==> config.mk <==
export PLATFORM = sky130hd
export DESIGN_NAME = nsa_fifo
export DESIGN_NICKNAME = d
export VERILOG_FILES = /design/src/hw/rtl/nsa_pkg.sv /design/src/hw/rtl/nsa_fifo.sv
export SDC_FILE = /design/constraint.sdc
export NUM_CORES = 1
export LEC_CHECK = 0
export ABC_AREA = 0
export BUFFER_PORTS_ARGS = -buffer_cell sky130_fd_sc_hd__buf_4
export CAP_MARGIN = 20
export CORE_ASPECT_RATIO = 1.5
export CORE_UTILIZATION = 40
export DETAILED_ROUTE_END_ITERATION = 10
export GPL_ROUTABILITY_DRIVEN = 0
export GPL_TIMING_DRIVEN = 0
export PLACE_DENSITY = 0.73
export RECOVER_POWER = 100
export SYNTH_ARGS = -nofsm -noshare
export SYNTH_HDL_FRONTEND = slang
export SYNTH_SLANG_ARGS = --single-unit
==> constraint.sdc <==
create_clock -name clk -period 5.01 [get_ports clk]
set_clock_uncertainty 0.15 [all_clocks]
set_input_delay 0.2505 -clock clk [delete_from_list [all_inputs] [get_ports clk]]
set_output_delay 0.2505 -clock clk [all_outputs]
set_load 0.005 [all_outputs]
==> src/hw/rtl/nsa_pkg.sv <==
// Shared types and constants for the node slot array block.
// No dependencies; imported by every module of the block.
package nsa_pkg;

  localparam int KEY_CAPACITY   = 16;
  localparam int CHILD_CAPACITY = 16;
  localparam int SLOT_WIDTH     = 64;

  // Fixed field widths of the request and result
  localparam int KIND_W      = 3;
  localparam int POS_W       = 5;
  localparam int VALUE_W     = 64;
  localparam int COUNT_OUT_W = 5;
  localparam int READ_W      = 64;

  localparam int KEY_CNT_W   = $clog2(KEY_CAPACITY + 1);
  localparam int CHILD_CNT_W = $clog2(CHILD_CAPACITY + 1);
  localparam int KEY_IDX_W   = $clog2(KEY_CAPACITY);
  localparam int CHILD_IDX_W = $clog2(CHILD_CAPACITY);
  localparam int CNT_MAX_W   = (KEY_CNT_W > CHILD_CNT_W) ? KEY_CNT_W : CHILD_CNT_W;
  // Common width for index/count/capacity compares
  localparam int CMP_W       = (POS_W > CNT_MAX_W) ? POS_W : CNT_MAX_W;

  localparam int FIFO_DEPTH  = 2;
  localparam int FIFO_PTR_W  = $clog2(FIFO_DEPTH);
  localparam int FIFO_CNT_W  = $clog2(FIFO_DEPTH + 1);

  // Request kind codes on the stream
  localparam logic [KIND_W-1:0] KIND_APPEND = 3'd0;
  localparam logic [KIND_W-1:0] KIND_INSERT = 3'd1;
  localparam logic [KIND_W-1:0] KIND_DELETE = 3'd2;
  localparam logic [KIND_W-1:0] KIND_RESIZE = 3'd3;
  localparam logic [KIND_W-1:0] KIND_READ   = 3'd4;

  typedef enum logic [2:0] {
    OP_APPEND,
    OP_INSERT,
    OP_DELETE,
    OP_RESIZE,
    OP_READ,
    OP_NONE
  } op_t;

  typedef enum logic [1:0] {
    ST_OK,
    ST_FULL,
    ST_INDEX,
    ST_SIZE
  } status_t;

  // Classified request as queued between front and back
  typedef struct packed {
    op_t                    op;
    logic                   child;
    logic [POS_W-1:0]       pos;
    logic [SLOT_WIDTH-1:0]  value;
  } req_t;

endpackage

==> src/hw/rtl/nsa_fifo.sv <==
// Short request queue between front and back.
// Depends on nsa_pkg.
module nsa_fifo
  import nsa_pkg::*;
(
  input  logic clk,
  input  logic rst,
  input  logic push,
  input  req_t push_data,
  output logic full,
  input  logic pop,
  output req_t pop_data,
  output logic empty
);

  req_t                  entries [FIFO_DEPTH];
  logic [FIFO_PTR_W-1:0] wr_ptr;
  logic [FIFO_PTR_W-1:0] rd_ptr;
  logic [FIFO_CNT_W-1:0] count;

  assign full     = (count == FIFO_CNT_W'(FIFO_DEPTH));
  assign empty    = (count == '0);
  assign pop_data = entries[rd_ptr];

  always_ff @(posedge clk) begin
    if (rst) begin
      wr_ptr <= '0;
      rd_ptr <= '0;
      count  <= '0;
    end else begin
      if (push) begin
        wr_ptr <= (wr_ptr == FIFO_PTR_W'(FIFO_DEPTH - 1)) ? '0 : wr_ptr + 1'b1;
      end
      if (pop) begin
        rd_ptr <= (rd_ptr == FIFO_PTR_W'(FIFO_DEPTH - 1)) ? '0 : rd_ptr + 1'b1;
      end
      count <= count + FIFO_CNT_W'(push) - FIFO_CNT_W'(pop);
    end
  end

  always_ff @(posedge clk) begin
    if (push) begin
      entries[wr_ptr] <= push_data;
    end
  end

endmodule

### Word level (Yosys, flattened, before mapping)

Memory sizes are Yosys's and may differ from the RTL's. A register that Yosys moved wholly into a read port is not among the register bits.
Index checks and enable logic that the tools add are counted.

* multiplexer cells: 6
* reduce and logical (&&, ||, !) cells: 1
* add/subtract/negate cells: 4
* equal/unequal tests: 1

Operators by type and width (count)
* 2-to-1 mux 1 bit: 6
* adder 1 bit (second input constant): 2
* adder 2 x 1 -> 2 bit: 1
* equality test 2 bit (second input constant): 1
* zero test 2 bit: 1
* subtractor 2 x 1 -> 2 bit: 1

* memories kept: 1
* RAM bits: 146
* output and inout bits: 75
* logic and storage cells: 16
* bits of input ports: 77
* bits in registers: 4

Memory list
* entries: depth 2, bits a word 73, rd ports 1, clocked after Yosys merged registers in 1, wr ports 1, line nsa_fifo.sv:16 `req_t entries [FIFO_DEPTH];`

### Longest topological paths before layout

* word-level depth: 4
* depth in mapped cells: 6

### Least setup slack after synthesis

OpenSTA, ideal clock, no wires.

* path kind: register to register
* start point: register wr_ptr
* end point: memory entries[0][0] (netlist name), enable pin
* stages on the path, launching flop included: 2
* path slack: 778 ps
* period minus slack after synthesis: 4232 ps
* data arrival time: 3569 ps
* required time: 4347 ps
* cells stage by stage: dfxtp_1 > nor2b_1

RTL lines
* from (decl): line nsa_fifo.sv:17 `logic [FIFO_PTR_W-1:0] wr_ptr;`
* from (signal assigned): line nsa_fifo.sv:32 `wr_ptr <= (wr_ptr == FIFO_PTR_W'(FIFO_DEPTH - 1)) ? '0 : wr_ptr + 1'b1;`
* to (decl): line nsa_fifo.sv:16

No word-level cell before the write port.

### Worst setup path in the final report

* start point: input port push
* end point: memory entries[0][39] (netlist name), enable pin

* cells in the longest elaborated chain, start to end: 2

Ends and longest elaborated chain
* from (decl): line nsa_fifo.sv:8 `input logic push,`
* 2-to-1 mux 1 bit: line nsa_fifo.sv:42 `if (push) begin`
* 2-to-1 mux 1 bit (not written as such): line nsa_fifo.sv:43 `entries[wr_ptr] <= push_data;`

No other way between the ends.

==> reports/qor.yml <==
setup_viol: 0
initial_core_util_pct: 41.3
synth_commonest_cells: "edfxtp_1, mux2_4, buf_12"
seq_area_frac_synth_pct: 76.8
gr-total-overflow: 0
die_w_um: 101
hpwl_um: 7080
ant_nets: 0
syn_inst: 248
synth-edff-count: 146
r2r_start: "wr_ptr$_SDFFE_PP0P_"
synth.top_cell.area_share_pct: 75.1
slew_viol_final: 19
synth-seq-cells: 151
start_kind: "primary input"
portBuffers: 151
dpl-instance-area_um2: 7290
violations: "max-capacitance violations, max-slew violations"
tightestPinTransition_ps: 1830
drive_above_1_share_pct: 34.2
max_freq_mhz: 332
clockRootBuffer: "clkbuf_16"
htree_num_levels: 4
reg2regPathDepth: 3
post_drt_via_cell_ratio: 4.44
end_kind: "register"
required_ps: 4960
peakVddDrop_mv: 0.288
async_reset_ff_share_pct: 0
drv_cap: 1
clk_pin_slew_ps: 60
ctsResizeCount: 0
die_area_um2: 15100
slowest_stage: "nor2b_1"
synth_ff_type: "edfxtp_1"
hold_ws_ps: 374
first_global_vias: 3390
r2r_end: "entries[0][39]$_DFFE_PP_"
path_cells: "dlygate4sd3_1 > clkbuf_1 > nor2b_1 > buf_12 > buf_12"
synth_most_common_cell: "edfxtp_1"
fillers: 1087
holdCritPathClass: "reg2reg"
worstHoldStart: "rd_ptr$_SDFFE_PP0P_"
grt_pass1_wl_um: 16700
drt_iter0_drc: 59
r2r_slack_ps: 2300
finalWirelength_um: 11100
multi_input_area_um2: 957
synthesis.nets: 327
max_stage_delay_ps: 1420
status: "finished, violations left"
clock-sinks: 151
dr.pass1.iters: 4
vias: 3127
yosysWarnings: 0
antenna_found_initial: 1
cts_buffers: 17
critical_path_peak_fanout: 29
setup-tns-final_ps: 0
power_leakage_uw: 0.00308
rsz0062_at_grt: "no"
hold_end: "rd_ptr$_SDFFE_PP0P_"
synthTopCellsByArea: "edfxtp_1, mux2_4, buf_12, dfxtp_1, mux2_2"
relSlewSlack_pct: -22.5
crit_top_cell: "buf_12"
core_area_um2: 14100
yosysTopAreaCell: "edfxtp_1"
area_growth_pct: 41.0
ys_types: 13
top_level_ports: 152
final-seq-area_um2: 4480
crit_arrival_ps: 2970
grt_max_degree: 56
p_per_area_nw_per_um2: 383
hold_depth: 2
fin_area_um2: 8230
die_h_um: 150
nets: 577
worstSetupPathType: "in2reg"
postSynthAreaPerCell_um2: 23.5
finalCritPeriodShare_pct: 60.1
fin_crit_ps: 3010
wl_per_cell_um: 15.7
drc: 0
grt_usage_pct: 15.2
clock_latency_ps: 400
hold_viol: 0
rows: 53
netlist_area_um2: 5840
clockBufferDepth: 2
cts_tree: "done"
through the flow:
step	worst slack, ps	cells	total power, uW	util (%)
finish	2000	704	3150	58.3
global route	1770	704	3270	58.3
CTS	2970	703	3280	61.3
detailed placement	3080	594	1950	51.6
global placement	-914	591	1930	51.0
floorplan	778	248	1740	-
cells by family after synthesis:
| group | synth area share, % |
|---|---|
| simple gates | 0.750 |
| mux | 18.6 |
| xor+xnor | 0.686 |
| flops | 76.8 |
| fa+ha+maj | 0.429 |
| buf+inv | 2.72 |
worst max-delay path, delay by kind of cell:
kind,cells,cell delay (ps)
and+or+nand+nor,1,1420
buffers and inverters,4,1270
power breakdown:
group | leakage [uW] | switching [uW] | internal [uW]
combinational | 0.00138 | 159 | 222
clock | 0.000283 | 488 | 787
sequential | 0.00141 | 19.0 | 1470
timing repair:
item                                    CTS  global route
buffers inserted                          0             0
endpoints found under the setup margin    0             0
hold buffers                             77             0
hold endpoints to repair                151             0
sequential cells by signal, summed over array words and instances (netlist names), named ones only:
| register | flops |
|---|---|
| count | 2 |
| entries | 146 |
| rd_ptr | 1 |
| wr_ptr | 1 |
metal layers:
| layer | routed length (um) | global-route usage [%] | vias to the layer above |
|---|---|---|---|
| met5 | 0 | 0 | - |
| met4 | 188 | 6.16 | 0 |
| met3 | 507 | 4.76 | 16 |
| met2 | 6050 | 28.1 | 88 |
| met1 | 4340 | 15.7 | 1541 |
| li1 | - | - | 1482 |
layout by cell type, fill, tap and decap left out, types with 3 or more instances in the layout:
| master | n |
|---|---|
| buf_4 | 72 |
| bufinv_16 | 3 |
| clkbuf_1 | 26 |
| clkbuf_16 | 17 |
| clkbuf_4 | 61 |
| clkinv_4 | 3 |
| clkinvlp_4 | 3 |
| dfxtp_1 | 5 |
| dlygate4sd3_1 | 77 |
| edfxtp_1 | 146 |
| inv_6 | 3 |
| mux2_1 | 63 |
| mux2_2 | 3 |
| mux2_4 | 7 |
| nor2_1 | 5 |
| nor2b_1 | 3 |
how the worst max path moves through the flow:
stage | slack, ps | end | startpoint | cells past startpoint
final | 2000 | entries[0][39]$_DFFE_PP_ | push | 5
after global routing | 1770 | entries[0][32]$_DFFE_PP_ | push | 5
after CTS | 2970 | entries[0][32]$_DFFE_PP_ | push | 5
after detailed placement | 3080 | entries[0][63]$_DFFE_PP_ | push | 4
after global placement | -910 | entries[0][44]$_DFFE_PP_ | push | 2
after floorplan | 780 | entries[0][0]$_DFFE_PP_ | wr_ptr$_SDFFE_PP0P_ | 1
cell type report:
type,instances,area share [%]
Sequential cell,151,54.5
Timing Repair Buffer,231,23.1
Multi-Input combinational cell,87,11.6
Clock buffer,18,5.22
Tap cell,192,2.92
Clock inverter,14,2.10
Buffer,8,0.365
Inverter,2,0.0912
Antenna cell,1,0.0304
No activity file was read; power rests on OpenSTA's default activity.
